**config.mk**
```make
export PLATFORM = sky130hd
export DESIGN_NAME = byte_stuffing_frame_receiver
export DESIGN_NICKNAME = d
export VERILOG_FILES = /design/src/hw/rtl/bsfr_pkg.sv /design/src/hw/rtl/byte_stuffing_frame_receiver.sv
export SDC_FILE = /design/constraint.sdc
export NUM_CORES = 1
export LEC_CHECK = 0
export ABC_AREA = 1
export ABC_CLOCK_PERIOD_IN_PS = 3700
export BUFFER_PORTS_ARGS = -buffer_cell sky130_fd_sc_hd__buf_2
export CAP_MARGIN = 20
export CORE_MARGIN = 5
export CORE_UTILIZATION = 40
export CTS_CLUSTER_DIAMETER = 120
export DETAILED_ROUTE_END_ITERATION = 10
export GPL_ROUTABILITY_DRIVEN = 1
export GPL_TIMING_DRIVEN = 0
export SLEW_MARGIN = 0
export SYNTH_ARGS = -nofsm -noshare
export SYNTH_HDL_FRONTEND = slang
export SYNTH_SLANG_ARGS = --single-unit
```
**constraint.sdc**
```tcl
create_clock -name clk -period 3.7 [get_ports clk]
set_input_delay 0.185 -clock clk [delete_from_list [all_inputs] [get_ports clk]]
set_output_delay 0.185 -clock clk [all_outputs]
set_load 0.01 [all_outputs]
```
**src/hw/rtl/bsfr_pkg.sv**
```systemverilog
// Shared types and constants for the byte-stuffing frame receiver.
package bsfr_pkg;

	localparam int unsigned LEN_W     = 13;
	localparam int unsigned TICK_W    = 16;
	localparam int unsigned CFG_IDX_W = 1;
	localparam int unsigned CFG_W     = 16;

	localparam logic [LEN_W-1:0]  MAX_FRAME       = LEN_W'(4096);
	localparam logic [LEN_W-1:0]  MAX_LENGTH_RST  = LEN_W'(4096);
	localparam logic [TICK_W-1:0] TIMEOUT_RST     = TICK_W'(5000);

	localparam logic [7:0] BYTE_BEGIN = 8'hFE;
	localparam logic [7:0] BYTE_END   = 8'hFC;
	localparam logic [7:0] BYTE_ESC   = 8'hFD;
	localparam logic [7:0] ESC_XOR    = 8'h20;

	localparam logic [CFG_IDX_W-1:0] CFG_MAX_LENGTH = 1'b0;
	localparam logic [CFG_IDX_W-1:0] CFG_TIMEOUT    = 1'b1;

	typedef enum logic [1:0] {
		PH_HUNT  = 2'd0,
		PH_FRAME = 2'd1,
		PH_ESC   = 2'd2
	} phase_t;

	typedef enum logic [1:0] {
		KIND_DATA = 2'd0,
		KIND_END  = 2'd1,
		KIND_ERR  = 2'd2
	} kind_t;

	typedef enum logic [1:0] {
		ERR_NONE    = 2'd0,
		ERR_BIG     = 2'd1,
		ERR_ESC     = 2'd2,
		ERR_TIMEOUT = 2'd3
	} err_t;

endpackage

```
**src/hw/rtl/byte_stuffing_frame_receiver.sv**
```systemverilog
// Byte-stuffing frame receiver: deframes an escaped byte stream with tick timeouts.
//
//  channel  | direction | handshake           | payload
//  ---------+-----------+---------------------+-------------------------------------------
//  in       | sink      | in_valid / in_stall | mode, rx_byte
//  out      | source    | out_valid/out_stall | kind, data_byte, frame_length, error_code, last
//  cfg      | sink      | cfg_we              | cfg_index, cfg_data
//
// One beat per cycle in each direction while out is not stalled. A beat is captured in the
// input register, decided against the frame state while it sits there and lands in the result
// register. Ticks short of the timeout, dropped hunting bytes and escape bytes leave no result
// beat. arst_n clears the handshake valids, the phase, the counters and the configuration to
// its defaults. A stall on out holds a full result register and, once the input register is
// full, raises in_stall in the same cycle.
module byte_stuffing_frame_receiver
	import bsfr_pkg::*;
(
	input  logic                 clk,
	input  logic                 arst_n,
	// input channel
	input  logic                 in_valid,
	output logic                 in_stall,
	input  logic                 mode,
	input  logic [7:0]           rx_byte,
	// result channel
	output logic                 out_valid,
	input  logic                 out_stall,
	output logic [1:0]           kind,
	output logic [7:0]           data_byte,
	output logic [LEN_W-1:0]     frame_length,
	output logic [1:0]           error_code,
	output logic                 last,
	// configuration
	input  logic                 cfg_we,
	input  logic [CFG_IDX_W-1:0] cfg_index,
	input  logic [CFG_W-1:0]     cfg_data
);

	// configuration registers
	logic [LEN_W-1:0]  max_length_q;
	logic [TICK_W-1:0] timeout_q;

	// frame state
	phase_t            phase_q, phase_d;
	logic [LEN_W-1:0]  count_q, count_d;
	logic [TICK_W-1:0] idle_q, idle_d;

	// input register
	logic              valid_s1;
	logic              mode_s1;
	logic [7:0]        byte_s1;

	// result register
	logic              valid_s2;
	kind_t             kind_s2;
	logic [7:0]        data_s2;
	logic [LEN_W-1:0]  len_s2;
	err_t              err_s2;
	logic              last_s2;

	// decision
	logic              out_free;
	logic              proc;
	logic              tick;
	logic              timeout_hit;
	logic              is_ctrl;
	logic              is_payload;
	logic              too_big;
	logic [LEN_W-1:0]  limit;
	logic [LEN_W-1:0]  count_inc;
	logic [7:0]        pay_byte;

	logic              res_valid;
	kind_t             res_kind;
	logic [7:0]        res_data;
	logic [LEN_W-1:0]  res_len;
	err_t              res_err;
	logic              res_last;

	// Handshake: the result slot frees when empty or being taken this cycle.
	assign out_free = !valid_s2 || !out_stall;
	assign proc     = valid_s1 && out_free;
	assign in_stall = valid_s1 && !out_free;

	// Per-beat decode.
	assign tick        = mode_s1;
	assign timeout_hit = idle_q >= timeout_q;
	assign is_ctrl     = (byte_s1 == BYTE_BEGIN) || (byte_s1 == BYTE_END) ||
	                     (byte_s1 == BYTE_ESC);
	assign limit       = (max_length_q > MAX_FRAME) ? MAX_FRAME : max_length_q;
	assign too_big     = count_q >= limit;
	assign count_inc   = count_q + LEN_W'(1);
	assign pay_byte    = (phase_q == PH_ESC) ? (byte_s1 ^ ESC_XOR) : byte_s1;
	// a byte that goes into the frame as payload (plain or unescaped)
	assign is_payload  = !tick &&
	                     (((phase_q == PH_FRAME) && (byte_s1 != BYTE_END) &&
	                       (byte_s1 != BYTE_ESC)) ||
	                      ((phase_q == PH_ESC) && !is_ctrl));

	// Next state of the deframer.
	always_comb begin
		phase_d = phase_q;
		count_d = count_q;
		idle_d  = idle_q;
		if (tick) begin
			if (timeout_hit) begin
				// timeout aborts whatever phase we are in
				phase_d = PH_HUNT;
				count_d = '0;
				idle_d  = '0;
			end else begin
				idle_d = idle_q + TICK_W'(1);
			end
		end else begin
			idle_d = '0;
			if (is_payload) begin
				if (too_big) begin
					phase_d = PH_HUNT;
					count_d = '0;
				end else begin
					phase_d = PH_FRAME;
					count_d = count_inc;
				end
			end else begin
				case (phase_q)
					PH_FRAME: begin
						if (byte_s1 == BYTE_END) begin
							phase_d = PH_HUNT;
							count_d = '0;
						end else begin
							// only the escape byte is left here
							phase_d = PH_ESC;
						end
					end
					PH_ESC: begin
						// escaped control byte: abort
						phase_d = PH_HUNT;
						count_d = '0;
					end
					default: begin
						// hunting, or an unused code: look for the begin byte
						if (byte_s1 == BYTE_BEGIN) begin
							phase_d = PH_FRAME;
							count_d = '0;
						end else begin
							phase_d = PH_HUNT;
						end
					end
				endcase
			end
		end
	end

	// Result beat for the current item.
	always_comb begin
		res_valid = 1'b0;
		res_kind  = KIND_DATA;
		res_data  = '0;
		res_len   = count_q;
		res_err   = ERR_NONE;
		res_last  = 1'b0;
		if (tick) begin
			if (timeout_hit) begin
				res_valid = 1'b1;
				res_kind  = KIND_ERR;
				res_err   = ERR_TIMEOUT;
				res_last  = 1'b1;
			end
		end else if (is_payload) begin
			res_valid = 1'b1;
			if (too_big) begin
				res_kind = KIND_ERR;
				res_err  = ERR_BIG;
				res_last = 1'b1;
			end else begin
				res_data = pay_byte;
				res_len  = count_inc;
			end
		end else begin
			case (phase_q)
				PH_FRAME: begin
					if (byte_s1 == BYTE_END) begin
						res_valid = 1'b1;
						res_kind  = KIND_END;
						res_last  = 1'b1;
					end
				end
				PH_ESC: begin
					res_valid = 1'b1;
					res_kind  = KIND_ERR;
					res_err   = ERR_ESC;
					res_last  = 1'b1;
				end
				default: begin
					res_valid = 1'b0;
				end
			endcase
		end
	end

	// Configuration writes.
	always_ff @(posedge clk or negedge arst_n) begin
		if (!arst_n) begin
			max_length_q <= MAX_LENGTH_RST;
			timeout_q    <= TIMEOUT_RST;
		end else if (cfg_we) begin
			case (cfg_index)
				CFG_MAX_LENGTH: max_length_q <= cfg_data[LEN_W-1:0];
				CFG_TIMEOUT:    timeout_q    <= cfg_data[TICK_W-1:0];
				default:        max_length_q <= max_length_q;
			endcase
		end
	end

	// Frame state: advance once per decided beat.
	always_ff @(posedge clk or negedge arst_n) begin
		if (!arst_n) begin
			phase_q <= PH_HUNT;
			count_q <= '0;
			idle_q  <= '0;
		end else if (proc) begin
			phase_q <= phase_d;
			count_q <= count_d;
			idle_q  <= idle_d;
		end
	end

	// Input register: capture a beat whenever it is not held.
	always_ff @(posedge clk or negedge arst_n) begin
		if (!arst_n) begin
			valid_s1 <= 1'b0;
		end else if (!in_stall) begin
			valid_s1 <= in_valid;
		end
	end

	always_ff @(posedge clk) begin
		if (in_valid && !in_stall) begin
			mode_s1 <= mode;
			byte_s1 <= rx_byte;
		end
	end

	// Result register: load on a result, drop once taken.
	always_ff @(posedge clk or negedge arst_n) begin
		if (!arst_n) begin
			valid_s2 <= 1'b0;
		end else if (out_free) begin
			valid_s2 <= proc && res_valid;
		end
	end

	always_ff @(posedge clk) begin
		if (proc && res_valid) begin
			kind_s2 <= res_kind;
			data_s2 <= res_data;
			len_s2  <= res_len;
			err_s2  <= res_err;
			last_s2 <= res_last;
		end
	end

	assign out_valid    = valid_s2;
	assign kind         = kind_s2;
	assign data_byte    = data_s2;
	assign frame_length = len_s2;
	assign error_code   = err_s2;
	assign last         = last_s2;

	// Checks on the deframer's own logic.
	a_count_bound: assert property (@(posedge clk) disable iff (!arst_n)
		count_q <= MAX_FRAME)
		else $error("frame byte count above the frame ceiling");

	a_hunt_clear: assert property (@(posedge clk) disable iff (!arst_n)
		(phase_q == PH_HUNT) |-> (count_q == '0))
		else $error("byte count not cleared while hunting");

	a_last_hunts: assert property (@(posedge clk) disable iff (!arst_n)
		(proc && res_valid && res_last) |=> (phase_q == PH_HUNT))
		else $error("closing result did not return to hunting");

	a_data_not_last: assert property (@(posedge clk) disable iff (!arst_n)
		(valid_s2 && (kind_s2 == KIND_DATA)) |-> (!last_s2 && (err_s2 == ERR_NONE)))
		else $error("payload beat flagged as last or error");

	a_stall_full: assert property (@(posedge clk) disable iff (!arst_n)
		in_stall |-> (valid_s1 && valid_s2))
		else $error("input held with a free pipeline");

endmodule

```
# After elaboration in Yosys (flattened, before gate mapping)
# Index checks and enable logic that the tools add are counted.
[word_totals]
word_cells = 95
out_inout_bits = 28
ff_bits = 97
[classes]
reduce_logical = 24
n_eq_ne = 9
muxes = 40
n_addsub = 2
n_bitwise = 3
n_lt_le_gt_ge = 3
[op_table]
columns = ["op", "n"]
rows = [
  ["$mux 13", 10],
  ["$mux 16", 2],
  ["$pmux 13 s2", 1],
  ["$eq 8x8->1 const B", 3],
  ["$mux 2", 12],
  ["$add 16x1->16 const B", 1],
  ["$ge 16x16->1", 1],
  ["$ne 8x8->1 const B", 2],
  ["$add 13x1->13 const B", 1],
  ["$ge 13x13->1", 1],
  ["$gt 13x13->1 const B", 1],
  ["$mux 1", 11],
  ["$logic_and 1x1->1", 8],
  ["$pmux 2 s2", 2],
  ["$logic_not 1->1", 6],
  ["$mux 6", 1],
  ["$reduce_and 2->1", 3],
  ["$reduce_bool 5->1", 1],
  ["$logic_or 1x1->1", 4],
  ["$ne 4x3->1 const B", 1],
  ["$reduce_and 4->1", 1],
  ["$not 1->1", 3],
  ["$reduce_or 3->1", 1],
  ["$eq 2x1->1 const B", 1],
  ["3 further kinds", 3],
]

# Depth between registers and ports, before layout
# Gate-level depths: netlist (run 1).
[depth]
word_depth = 10
depth_mapped = 18
mapped_depth_nobuf = 18

# Worst setup path before layout (run 1)
# OpenSTA, ideal clock, no wires.
[synth_path]
kind = "reg2reg"
startpoint = "register timeout_q[7]"
endpoint = "register data_s2[0], in the netlist data_byte[0], enable pin"
required_time_ns = 3.291
t_arrival_ns = 2.499
setup_time_ns = 0.409
synth_period_minus_slack_ns = 2.907
slack_ns = 0.793
stages_incl_launch_ff = 10
path_cell_list = "dfstp_2 inv_1 ha_1 nand2_1 o21a_1 nand2_1 nand2_1 nand3_2 nand2_2 nor2_1"
[synth_between]
elab_chain_len = 4
[synth_lines]
columns = ["element", "line", "text"]
rows = [
  ["start, declared", "byte_stuffing_frame_receiver.sv:41", "logic [TICK_W-1:0] timeout_q;"],
  ["start signal, assigned", "byte_stuffing_frame_receiver.sv:209", "CFG_TIMEOUT: timeout_q <= cfg_data[TICK_W-1:0];"],
  ["$ge 16x16->1", "byte_stuffing_frame_receiver.sv:87", "assign timeout_hit = idle_q >= timeout_q;"],
  ["$mux 1", "byte_stuffing_frame_receiver.sv:163", "if (timeout_hit) begin"],
  ["$mux 1", "byte_stuffing_frame_receiver.sv:162", "if (tick) begin"],
  ["$logic_and 1x1->1", "byte_stuffing_frame_receiver.sv:254", "if (proc && res_valid) begin"],
  ["end signal, assigned", "byte_stuffing_frame_receiver.sv:256", "data_s2 <= res_data;"],
  ["end, declared", "byte_stuffing_frame_receiver.sv:56", "logic [7:0] data_s2;"],
]
# No other way between the ends.
# A chain may end at the register's enable or synchronous reset.

# Worst setup path in the final report (run 1)
[layout_path]
startpoint = "register max_length_q[4]"
endpoint = "register len_s2[3], in the netlist frame_length[3], data pin"
[layout_between]
elab_chain_len = 6
[layout_lines]
columns = ["element", "line", "text"]
rows = [
  ["start, declared", "byte_stuffing_frame_receiver.sv:40", "logic [LEN_W-1:0] max_length_q;"],
  ["start signal, assigned", "byte_stuffing_frame_receiver.sv:208", "CFG_MAX_LENGTH: max_length_q <= cfg_data[LEN_W-1:0];"],
  ["start signal, assigned", "byte_stuffing_frame_receiver.sv:210", "default: max_length_q <= max_length_q;"],
  ["$gt 13x13->1", "byte_stuffing_frame_receiver.sv:90", "assign limit = (max_length_q > MAX_FRAME) ? MAX_FRAME : max_length_q;"],
  ["$mux 13 *", "byte_stuffing_frame_receiver.sv:90", ""],
  ["$ge 13x13->1 *", "byte_stuffing_frame_receiver.sv:91", "assign too_big = count_q >= limit;"],
  ["$mux 13 *", "byte_stuffing_frame_receiver.sv:171", "if (too_big) begin"],
  ["$mux 13 *", "byte_stuffing_frame_receiver.sv:169", "end else if (is_payload) begin"],
  ["$mux 13 *", "byte_stuffing_frame_receiver.sv:162", ""],
  ["net res_len[3]", "byte_stuffing_frame_receiver.sv:76", "logic [LEN_W-1:0] res_len;"],
  ["end signal, assigned", "byte_stuffing_frame_receiver.sv:257", "len_s2 <= res_len;"],
  ["end, declared", "byte_stuffing_frame_receiver.sv:57", "logic [LEN_W-1:0] len_s2;"],
]
# Mark *: on every way through the listed nets, which the timed path passes. The rest lies on a longest branch.

==> out/metrics.yaml, run 1 <==
min_path:
  hold_class: "in -> reg"
  min_delay_path_depth: 1
  min_from: "rx_byte[1]"
  min_to: "byte_s1[1]"
power:
  pwr-share-comb_pct: 20.1
  p_seq_share_pct: 46.5
  p_leak_nw: 2.93
  p_sw_share_pct: 31.1
  p_int_mw: 1.91
  p_per_area_nw_per_um2: 447
  switchingPower_mw: 0.863
  irDropWorstVdd_mv: 0.204
  p_clk_share_pct: 33.3
floorplan:
  row_count: 42
  start_util_pct: 40.3
  ios: 59
  dieArea_um2: 15600
  core_um2: 13100
  die_x_um: 125
  die_h_um: 125
logic_synthesis:
  synth_nets: 661
  synth_seq_cells: 97
  synth_cell_type_count: 37
  syn_avg_cell_area_um2: 8.84
  async_flop_share_pct: 63.9
  synth_cells: 596
  synth_flop_cell: "dfrtp_1"
  synth_area_um2: 5270
  yosysWarnings: 0
  synthTopCellsByArea: "dfrtp_1 27%, edfxtp_1 20%, nand2_1 11%"
  synth_top_area_share_pct: 26.6
  ys_seq_area_share_pct: 49.5
  synth_edf_count: 35
  yosys.area.top_type: "dfrtp_1"
clocking:
  clk_pin_slew_ns: 0.07
  cts.path.max_buffers: 2
  cts_hold_buf: 8
  worstSkewPairLatency_ns: 0.36
  root_buffer: "clkbuf_16"
  cts_setup_buffers: 0
  htreeDepth: 3
  cts_buffers: 9
  cts_resized: 0
  cts_sinks: 97
  tritoncts: "yes"
critical_path:
  rrSetupSlack_ns: 0.70
  setup.worst_path.end_class: "flop"
  r2r-end: "frame_length[3]"
  required_ns: 3.81
  worstPathArrival_ns: 3.10
  cp-start-kind: "flop"
  path_class: "reg -> reg"
  crit-reg2reg-launch: "max_length_q[4]"
  crit_fanout: 10
  ff2ff_path_depth: 18
global_route:
  globalRoute.totalOverflow: 0
  grt_first_pass_wirelength_um: 18900
  grt_use_total_pct: 14.8
  grt_pass1_vias: 4073
  antenna_found_initial: 0
  grt_max_degree: 63
sta:
  max_freq_mhz: 334
  hold_viol_final: 0
  setup_viol: 0
  slew_viol_final: 0
  tns_ns: 0
  rsz0062_at_grt: "no"
  worstMarginPinSlew_ns: 0.814
  fin_hold_ws_ns: 0.00988
  skew_ns: 0.00738
  fin_crit_sh_pct: 81.0
  relSlewSlack_pct: 45.7
  timing.final.crit_period_ns: 3.00
place:
  dp_cells: 831
  io_buffers: 58
  gp_congestion: 0.829
  place_area_um2: 5810
  hpwlAfterDp_um: 8510
route:
  drt_first_pass_iters: 4
  viasPerCell: 4.74
  wl_per_cell_um: 12.8
  ant_nets: 0
  drc: 0
  routed_wl_um: 11000
  first_iter_violations: 224
  vias: 4057
finish:
  drive_gt1_share_pct: 19.7
  fin_area_um2: 6190
  nets: 740
  nFillCells: 1278
  stdcell_count: 856
  antenna_cells: 0
  area_growth_pct: 17.6
job:
  maxCapViolCount: 0
run_status:
  status: "finished, final reports clean"
==> layout make-up <==
type | instances | area (µm²) | area share [%]
clock inverters | 7 | 67.6 | 1.09
plain buffers | 11 | 82.6 | 1.33
clock buffers | 9 | 225 | 3.64
flip-flops and latches | 97 | 2610 | 42.1
well taps | 176 | 220 | 3.55
repair buffers | 68 | 410 | 6.62
inverters | 90 | 340 | 5.49
multi-input cells | 398 | 2240 | 36.1
==> stage by stage <==
| stage | util, % | total power, mW | setup slack, ns |
|---|---|---|---|
| finish | 47.3 | 2.77 | 0.703 |
| global route | 47.3 | 2.94 | 0.335 |
| CTS | 47.3 | 2.81 | 0.674 |
| detailed placement | 44.4 | 1.87 | 0.684 |
| global placement | 44.2 | 1.84 | 0.216 |
| floorplan | - | 1.69 | 0.793 |
==> critical path, cell delays in order, from the launching register on <==
cell and delay (ns):
dfrtp_1 0.40, nor4_1 0.26, nand2_1 0.07, nor3_1 0.14, a21oi_1 0.11, clkinv_1 0.16
nand2_1 0.10, ha_1 0.32, nand2_1 0.08, nand2_1 0.05, nand2_1 0.05, nand2_1 0.05
a21oi_1 0.15, nand3_2 0.25, inv_2 0.17, nand2_4 0.07, inv_4 0.08, buf_6 0.17
o21ai_2 0.07
==> registers in the layout, indices dropped and copies added, names as in the netlist <==
name and flops:
max_length_q 13, timeout_q 16, out_valid 1, idle_q 16, last 1, count_q 13, error_code 2, frame_length 13
valid_s1 1, mode_s1 1, kind 2, byte_s1 8, phase_q 2, data_byte 8
==> logic make-up after synthesis <==
| family | synth area share, % |
|---|---|
| fa+ha+maj | 8.07 |
| flops | 49.5 |
| simple gates | 22.3 |
| compound gates | 9.29 |
| buf+inv | 8.03 |
| xor+xnor | 2.83 |
==> routing by layer <==
layer,up-vias,GRT usage [%],part of all wire (%)
li1,2087,-,-
met4,0,6.06,2.0
met2,70,24.2,47
met5,-,0,0
met3,14,3.22,4.4
met1,1886,19.0,47
==> layout by cell type, fill, tap and decap left out, types with 8 or more instances in the layout <==
| cell type | netlist | routed |
|---|---|---|
| a21oi_1 | 17 | 17 |
| nand2_1 | 156 | 156 |
| dlygate4sd3_1 | 0 | 9 |
| nand4_1 | 8 | 8 |
| nor3_1 | 8 | 8 |
| dfrtp_1 | 56 | 56 |
| o21ai_2 | 18 | 18 |
| xor2_1 | 12 | 12 |
| clkbuf_16 | 0 | 9 |
| o21ai_0 | 36 | 36 |
| buf_2 | 0 | 57 |
| inv_1 | 83 | 83 |
| edfxtp_1 | 35 | 35 |
| ha_1 | 34 | 34 |
| nand3_1 | 15 | 15 |
| nor2_1 | 54 | 53 |
==> worst max-delay path by stage <==
stage | startpoint | end | slack (ns) | depth (start not counted)
floorplan | timeout_q[7] | data_byte[0] | 0.79 | 9
global placement | timeout_q[12] | frame_length[8] | 0.22 | 8
detailed placement | max_length_q[4] | frame_length[3] | 0.68 | 18
CTS | max_length_q[4] | frame_length[3] | 0.67 | 18
global route | max_length_q[5] | frame_length[12] | 0.33 | 18
finish | max_length_q[4] | frame_length[3] | 0.70 | 18
==> cell usage after synthesis (4+ instances only) <==
cell	count
a21oi_1	17
clkbuf_1	4
dfrtp_1	56
dfstp_2	6
edfxtp_1	35
ha_1	34
inv_1	83
inv_2	5
nand2_1	156
nand2_2	5
nand3_1	15
nand3_2	4
nand4_1	8
nor2_1	54
nor2_2	4
nor3_1	8
o21ai_0	36
o21ai_1	7
o21ai_2	18
xnor2_1	5
xor2_1	12
==> power groups by stage <==
| stage | Clock (mW) | Combinational [mW] | Sequential (mW) |
|---|---|---|---|
| final | 0.924 | 0.558 | 1.29 |
| after global routing | 0.992 | 0.643 | 1.30 |
| after CTS | 0.948 | 0.569 | 1.29 |
| after detailed placement | 0 | 0.559 | 1.31 |
| after global placement | 0 | 0.527 | 1.31 |
| after floorplan | 0 | 0.376 | 1.31 |
No activity file was read; power rests on OpenSTA's default activity.
==> run 2: changes to the inputs <==
- ABC_CLOCK_PERIOD_IN_PS: 3700 -> 2900
- clock period: 3.7 -> 2.9 ns (I/O delays scaled with it)
==> run 2 against run 1 <==
Effect of this change:
- count of clock-buffer cells in the layout stayed put
- largest cell class unchanged
- die area did not move
- via count about the same
- critical path type unchanged
- sequential power rose by 28%
- core utilization grew 2.2 points
- clock power up 27%
- critical path depth unchanged
- sequential cell count unchanged
- global-route usage up 0.45 points
- worst hold slack lost 0.0088 ns
==> out/metrics.yaml, run 2 (synthesis gave the netlist of run 1 again) <==
job:
  maxCapViolCount: 0  # unchanged
critical_path:
  path_class: "reg -> reg"
  critical_path_buf_inv_count: 5  # +1
  critPathMaxStageDelay_ns: 0.40  # about the same
  crit_fanout: 6  # -4
  cpMostUsedCell: "nand2_1"
  required_ns: 3.01  # -0.80 ns
  critPathTopFamily: "simple AND/OR/NAND/NOR gates"
  ff2ff_path_depth: 18  # unchanged
  crit_chain: "nor4_2, nand2_1, nor3_2, a21oi_2, clkinv_2, nand2_2, ha_4, nand2_2, inv_2, nand2_1, nand2_1, a21oi_2, nand3_4, inv_4, nand2_4, inv_6, clkbuf_16, o21ai_2"
  cp_slowest_cell: "dfrtp_1"
  cp-start-kind: "flop"
  setup.worst_path.end_class: "flop"
  critical_path_cell_count: 18  # unchanged
  worstPathArrival_ns: 2.86  # -0.24 ns
floorplan:
  core_um2: 13100  # unchanged
  ios: 59  # unchanged
  start_util_pct: 40.3  # unchanged
  die_x_um: 125  # unchanged
  row_count: 42  # unchanged
  die_h_um: 125  # unchanged
  dieArea_um2: 15600  # unchanged
place:
  dp_cells: 831  # unchanged
  gp_congestion: 0.818  # -1.4%
  hpwlAfterDp_um: 8390  # -1.5%
  dpl_worst_slack_ns: -0.162  # -0.846 ns
  io_buffers: 58  # unchanged
route:
  drc: 0  # unchanged
  drt_first_pass_iters: 4  # unchanged
  wl_per_cell_um: 13.1  # +2.4%
  first_iter_violations: 264  # +18%
  viasPerCell: 4.69  # -1.1%
  routed_wl_um: 11300  # +3.5%
  ant_nets: 0  # unchanged
  vias: 4056  # -0.025%
sta:
  skew_ns: 0.00874  # +0.00136 ns
  setup_viol: 0  # unchanged
  relSlewSlack_pct: 46.0  # +0.32 points
  worstMarginPinSlew_ns: 0.810  # -0.00473 ns
  fin_crit_sh_pct: 94.8  # +14 points
  fin_ws_ns: 0.151  # -0.552 ns
  timing.final.crit_period_ns: 2.75  # -0.248 ns
  slew_viol_final: 0  # unchanged
  hold_viol_final: 0  # unchanged
  max_freq_mhz: 364  # +9.0%
power:
  p_sw_share_pct: 31.4  # +0.21 points
  irDropWorstVdd_mv: 0.254  # +24%
  p_seq_share_pct: 45.6  # -0.9 points
  p_int_mw: 2.48  # +30%
  p_per_area_nw_per_um2: 558  # +25%
  switchingPower_mw: 1.13  # +31%
  p_clk_share_pct: 32.2  # -1.1 points
  total_power_mw: 3.62  # +31%
  pwr-share-comb_pct: 22.2  # +2.1 points
  p_leak_nw: 2.99  # +2.0%
finish:
  top_regs: "idle_q x16, timeout_q x16"
  drive_gt1_share_pct: 25.3  # +5.5 points
  multi_input_area_um2: 2420  # +8.3%
  ff_latch_area_um2: 2610  # unchanged
  antenna_cells: 0  # unchanged
  nFillCells: 1249  # -2.3%
  nets: 749  # +1.2%
  final_common_cell: "nand2_1"
  stdcell_count: 865  # +1.1%
  layout_common_cells: "143 x nand2_1, 82 x inv_1, 57 x buf_2"
  area_growth_pct: 23.0
clocking:
  cts.path.max_buffers: 2  # unchanged
  cts_sinks: 97  # unchanged
  clk_pin_slew_ns: 0.07  # about the same
  tritoncts: "yes"
  htreeDepth: 3  # unchanged
  root_buffer: "clkbuf_16"
  cts_buffers: 9  # unchanged
  worstSkewPairLatency_ns: 0.36  # about the same
run_status:
  status: "finished, final reports clean"
global_route:
  globalRoute.totalOverflow: 0  # unchanged
  grt_pass1_vias: 4268  # +4.8%
  antenna_found_initial: 0  # unchanged
  grt_max_degree: 63  # unchanged
  grt_first_pass_wirelength_um: 19600  # +3.8%
  grt_use_total_pct: 15.2  # +0.45 points
min_path:
  hold_class: "in -> reg"
  min_delay_path_depth: 3  # +2
==> run 2: worst paths after layout <==
| path | from | endpoint | slack [ns] |
|---|---|---|---|
| max in group asynchronous | arst_n | max_length_q[1] | 1.95 |
| worst max-delay path | max_length_q[7] | frame_length[2] | 0.15 |
| worst max register to register | max_length_q[7] | frame_length[2] | 0.15 |
| min in group asynchronous | arst_n | max_length_q[9] | 0.43 |
| worst min register to register | timeout_q[2] | timeout_q[2] | 0.49 |
| worst min-delay path | in_valid | valid_s1 | 0.001 |
==> run 2: timing repair <==
action	CTS	global route
endpoints found under the setup margin	21	36
gates cloned	0	2
pin swaps	1	11
setup buffers	2	4
gates resized for setup	3	37
hold buffers	10	0
endpoints found under the hold margin	65	0
==> run 2: per-layer routing <==
layer,wire length (µm),global-route usage (%)
met5,0,0
met4,235,6.58
met3,529,3.17
met2,5400,24.5
met1,5180,19.9
==> run 2: area by class of cell <==
cell class              count  share of cell area, %
repair buffers             76                   7.63
clock buffers               9                   3.48
plain buffers              11                   1.47
clock inverters             7                  0.946
flip-flops and latches     97                   40.3
well taps                 176                   3.40
inverters                  90                   5.35
multi-input cells         398                   37.4
repair inverters            1                 0.0579
==> run 2: through the flow <==
stage               area, µm²  hold slack (ns)  utilization (%)  setup TNS, ns
global placement         5780            0.323             44.2          -1.06
finish                   6480          0.00104             49.5              0
CTS                      6230          0.00161             47.6              0
global route             6480           0.0253             49.5         -0.339
detailed placement       5810            0.302             44.4          -2.04
floorplan                5270           -0.151                -              0
==> run 2: tightest hold or removal path: stages <==
cell	delay, ns
buf_2	0.07
nand2_1	0.05
nand2_1	0.05
==> run 2: power groups by stage <==
stage,combinational (mW),clock [mW],sequential (mW)
finish,0.802,1.17,1.65
global route,0.916,1.25,1.67
CTS,0.733,1.19,1.65
detailed placement,0.710,0,1.67
global placement,0.674,0,1.67
floorplan,0.481,0,1.67
